## src/hdl/tec_pkg.sv

```systemverilog
// Shared types, constants and register codes of the tricorn escape-time core.
package tec_pkg;

   localparam int DEF_WIDTH = 640;
   localparam int DEF_HEIGHT = 480;

   localparam int FRAC_BITS = 28;
   localparam int COORD_W = 10;
   localparam int DELTA_W = COORD_W + 1;
   localparam int FIX_W = 32;
   localparam int STEP_W = 31;
   localparam int COUNT_W = 16;
   localparam int PROD_W = 2 * FIX_W;
   localparam int SQ_W = PROD_W - FRAC_BITS;
   localparam int MAG_W = SQ_W + 1;
   localparam int CSR_INDEX_W = 3;

   localparam logic [MAG_W-1:0] ESC_LIMIT = MAG_W'(4) << FRAC_BITS;

   localparam logic [FIX_W-1:0] RST_CENTER_RE = '0;
   localparam logic [FIX_W-1:0] RST_CENTER_IM = '0;
   localparam logic [STEP_W-1:0] RST_PIXEL_STEP = STEP_W'(1398101);
   localparam logic [FIX_W-1:0] RST_OFFSET_RE = '0;
   localparam logic [FIX_W-1:0] RST_OFFSET_IM = '0;
   localparam logic [COUNT_W-1:0] RST_MAX_ITER = COUNT_W'(50);

   typedef enum logic [CSR_INDEX_W-1:0] {
      REG_CENTER_RE = 3'd0,
      REG_CENTER_IM = 3'd1,
      REG_PIXEL_STEP = 3'd2,
      REG_OFFSET_RE = 3'd3,
      REG_OFFSET_IM = 3'd4,
      REG_MAX_ITER = 3'd5
   } reg_index_type;

   typedef logic [2:0] step_type;
   localparam step_type STEP_IDLE = 3'd0;
   localparam step_type STEP_MAP_X = 3'd1;
   localparam step_type STEP_MAP_Y = 3'd2;
   localparam step_type STEP_INIT = 3'd3;
   localparam step_type STEP_LOOP = 3'd4;
   localparam step_type STEP_UPDATE = 3'd5;
   localparam step_type STEP_DONE = 3'd6;

   typedef enum logic [2:0] {
      COND_NEVER = 3'd0,
      COND_REQ_IDLE = 3'd1,
      COND_LIMIT = 3'd2,
      COND_ESCAPE = 3'd3,
      COND_RSP_BUSY = 3'd4
   } cond_type;

   typedef enum logic [1:0] {
      MUL_ITER = 2'd0,
      MUL_MAP_X = 2'd1,
      MUL_MAP_Y = 2'd2
   } mul_sel_type;

   typedef struct packed {
      logic accept;
      mul_sel_type mul_sel;
      logic load_prod;
      logic load_cre;
      logic load_cim;
      logic init_z;
      logic update;
      logic emit;
      cond_type cond;
      step_type target_t;
      step_type target_f;
   } ctl_type;

   typedef struct packed {
      logic [FIX_W-1:0] center_re;
      logic [FIX_W-1:0] center_im;
      logic [STEP_W-1:0] pixel_step;
      logic [FIX_W-1:0] offset_re;
      logic [FIX_W-1:0] offset_im;
      logic [COUNT_W-1:0] max_iter;
   } cfg_type;

   typedef struct packed {
      logic limit;
      logic escape;
      logic [COUNT_W-1:0] count;
   } stat_type;

endpackage

```

## src/hdl/tec_rom.sv

```systemverilog
// Control store: one control word per sequencer step.
module tec_rom import tec_pkg::*; (
   input step_type pc,
   output ctl_type ctl
);

   always_comb begin
      ctl = '{accept: 1'b0, mul_sel: MUL_ITER, load_prod: 1'b0, load_cre: 1'b0,
              load_cim: 1'b0, init_z: 1'b0, update: 1'b0, emit: 1'b0,
              cond: COND_NEVER, target_t: STEP_IDLE, target_f: STEP_IDLE};
      case (pc)
         STEP_IDLE: begin
            ctl.accept = 1'b1;
            ctl.cond = COND_REQ_IDLE;
            ctl.target_t = STEP_IDLE;
            ctl.target_f = STEP_MAP_X;
         end
         STEP_MAP_X: begin
            ctl.mul_sel = MUL_MAP_X;
            ctl.load_prod = 1'b1;
            ctl.target_f = STEP_MAP_Y;
         end
         STEP_MAP_Y: begin
            ctl.mul_sel = MUL_MAP_Y;
            ctl.load_prod = 1'b1;
            ctl.load_cre = 1'b1;
            ctl.target_f = STEP_INIT;
         end
         STEP_INIT: begin
            ctl.load_cim = 1'b1;
            ctl.init_z = 1'b1;
            ctl.target_f = STEP_LOOP;
         end
         STEP_LOOP: begin
            ctl.mul_sel = MUL_ITER;
            ctl.load_prod = 1'b1;
            ctl.cond = COND_LIMIT;
            ctl.target_t = STEP_DONE;
            ctl.target_f = STEP_UPDATE;
         end
         STEP_UPDATE: begin
            ctl.update = 1'b1;
            ctl.cond = COND_ESCAPE;
            ctl.target_t = STEP_DONE;
            ctl.target_f = STEP_LOOP;
         end
         STEP_DONE: begin
            ctl.emit = 1'b1;
            ctl.cond = COND_RSP_BUSY;
            ctl.target_t = STEP_DONE;
            ctl.target_f = STEP_IDLE;
         end
         default: begin
            ctl.target_f = STEP_IDLE;
         end
      endcase
   end

endmodule

```

## config.mk

```make
export PLATFORM = sky130hd
export DESIGN_NAME = tec_rom
export DESIGN_NICKNAME = d
export VERILOG_FILES = /design/src/hdl/tec_pkg.sv /design/src/hdl/tec_rom.sv
export SDC_FILE = /design/constraint.sdc
export NUM_CORES = 1
export LEC_CHECK = 0
export BUFFER_PORTS_ARGS = -buffer_cell sky130_fd_sc_hd__clkbuf_2
export CELL_PAD_IN_SITES_DETAIL_PLACEMENT = 0
export CELL_PAD_IN_SITES_GLOBAL_PLACEMENT = 1
export CORE_AREA = 4 4 41 43
export DETAILED_ROUTE_END_ITERATION = 8
export DIE_AREA = 0 0 45 47
export PLACE_DENSITY = 0.59
export SYNTH_ARGS = -nofsm -noshare
export SYNTH_HDL_FRONTEND = slang
export SYNTH_SLANG_ARGS = --single-unit
```

## constraint.sdc

```tcl
create_clock -name vclk -period 1.6
set_input_delay 0.16 -clock vclk [all_inputs]
set_output_delay 0.16 -clock vclk [all_outputs]
set_load 0.02 [all_outputs]
```

==> impl_metrics.env <==
export IMPL_p_leak_nw=0.138
export IMPL_fill_cells=160
export IMPL_wl_per_cell_um=8.42
export IMPL_track_usage=0.0378
export IMPL_yosys_warnings=0
export IMPL_grt_ovfl_total=0
export IMPL_io_pins=21
export IMPL_fin_crit_sh=0.720
export IMPL_grt_pass1_vias=134
export IMPL_syn_area_um2=178
export IMPL_p_per_area_mw_per_mm2=373
export IMPL_coreArea_mm2=0.00130
export IMPL_fmaxAchievable_ghz=0.868
export IMPL_critPathKind="in2out"
export IMPL_finish_net_count=43
export IMPL_grt_max_degree=13
export IMPL_outcome="finished, final reports clean"
export IMPL_max_vdd_ir_drop_v=0.0000654
export IMPL_drt_total_wl_um=446
export IMPL_postCtsHoldBufs=0
export IMPL_drt_iter0_drc=3
export IMPL_ant_nets=0
export IMPL_post_route_min_period_ns=1.15
export IMPL_fin_util=0.184
export IMPL_critPathBufInv=2
export IMPL_rows=13
export IMPL_worstHoldPathType="in2out"
export IMPL_busiest_layer="met2"
export IMPL_post_cts_setup_buffers=0
export IMPL_die_h_um=47
export IMPL_max_stage_delay_ns=0.26
export IMPL_drc_errors=0
export IMPL_met2_usage=0.0650
export IMPL_grt_met3_usage=0.00383
export IMPL_initial_core_util=0.137
export IMPL_maxCapViolCount=0
export IMPL_total_power_uw=89.2
export IMPL_antenna_cells=0
export IMPL_regArea_um2=0
export IMPL_post_cts_resized=0
export IMPL_use_met1=0.0539
export IMPL_slowest_stage="and2b_2"
export IMPL_die_x_um=45
export IMPL_yosysMostFrequentCell="buf_4"
export IMPL_crit_family="simple AND/OR/NAND/NOR gates"
export IMPL_synth_cell_types=18
export IMPL_end_kind="primary output"
export IMPL_path_max_fanout=11
export IMPL_synth_top_cell_area_share=0.169
export IMPL_timing_final_max_slew_violations=0
export IMPL_syn_instance_count=25
export IMPL_ys_top_cells_by_count="buf_4, buf_6, nor2_1, nor3_1, nor3b_1"
export IMPL_grt_pass1_wl_um=634
export IMPL_crit_top_cell="clkbuf_2"
export IMPL_hold_violations=0
export IMPL_worstPathRequired_ns=1.44
export IMPL_synth_fp_nets=28
export IMPL_gp_congestion=0.589
export IMPL_crit_chain="clkbuf_2 > and2b_2 > or2_1 > clkbuf_2"
export IMPL_seq_cells=0
export IMPL_dieArea_mm2=0.00212
export IMPL_setup_viol=0
export IMPL_start_kind="input port"
export IMPL_vias=189
export IMPL_yosysTopAreaCell="buf_4"
export IMPL_syn_to_final_growth_pct=34.5
export IMPL_routed_via_density=3.57
export IMPL_rsz0062_at_grt="no"
export IMPL_layout_drive_gt1_share=0.605
export IMPL_dp_hpwl_um=384
export IMPL_grt_antenna_before_repair=0
export IMPL_n_clock_buffer=0
export IMPL_tns_ns=0
export IMPL_postSynthAreaPerCell_um2=7.11
export IMPL_seq_area_frac_synth=0
export IMPL_synthTopCellsByArea="buf_4, buf_6, nor3b_1"
export IMPL_firstDrtPassIters=2
export IMPL_port_buffer_count=20
export IMPL_crit_arrival_ns=0.99
## routing by layer
layer,vias to the layer above,share of wire
met3,0,0.15
met2,14,0.43
li1,102,-
met4,0,0
met5,-,0
met1,73,0.42
## cells in the final DEF (no fill, tap or decap), drive strengths merged, types with 2 or more instances in the layout
cell	instances
clkbuf	20
nor2	2
nor3	2
nor3b	2
## kinds of logic (layout without fill, tap and decap cells)
| group | after synthesis | count (layout) | synth area share |
|---|---|---|---|
| AO/OA/AOI/OAI | 3 | 3 | 0.120 |
| XOR/XNOR | 2 | 2 | 0.0986 |
| buffers and inverters | 8 | 21 | 0.345 |
| other | 1 | 1 | 0.0211 |
| AND/OR/NAND/NOR | 11 | 11 | 0.416 |
## worst paths after layout
path / startpoint / slack [ns] / cells after the start / endpoint
hold / removal: pc[1] / 0.73 / 3 / ctl[15]
setup / recovery: pc[1] / 0.45 / 4 / ctl[2]
## per-stage QoR
step / instances / hold WS (ns) / area [um^2] / setup WS, ns
floorplan: 25 / 0.516 / 178 / 0.264
global placement: 53 / 0.742 / 239 / 0.440
detailed placement: 53 / 0.738 / 239 / 0.436
CTS: 53 / 0.739 / 239 / 0.435
global route: 53 / 0.774 / 239 / 0.398
finish: 53 / 0.728 / 239 / 0.448
## tightest hold or removal path: cells and delay by family
family | cells | cell delay (ns)
simple gates | 1 | 0.07
buf+inv | 2 | 0.34
## report_power, final
part | total [mW] | internal, mW | switching, mW
sequential | 0 | 0 | 0
combinational | 0.0892 | 0.0299 | 0.0593
clock | 0 | 0 | 0
total | 0.0892 | 0.0299 | 0.0593
## final cells by class
class | count | area (um^2) | share of cell area
inverter | 1 | 3.75 | 0.0157
multi-input combinational | 17 | 116 | 0.487
tap | 15 | 18.8 | 0.0785
timing repair buffer | 20 | 100 | 0.419
Power figures use the tool's default switching activity.
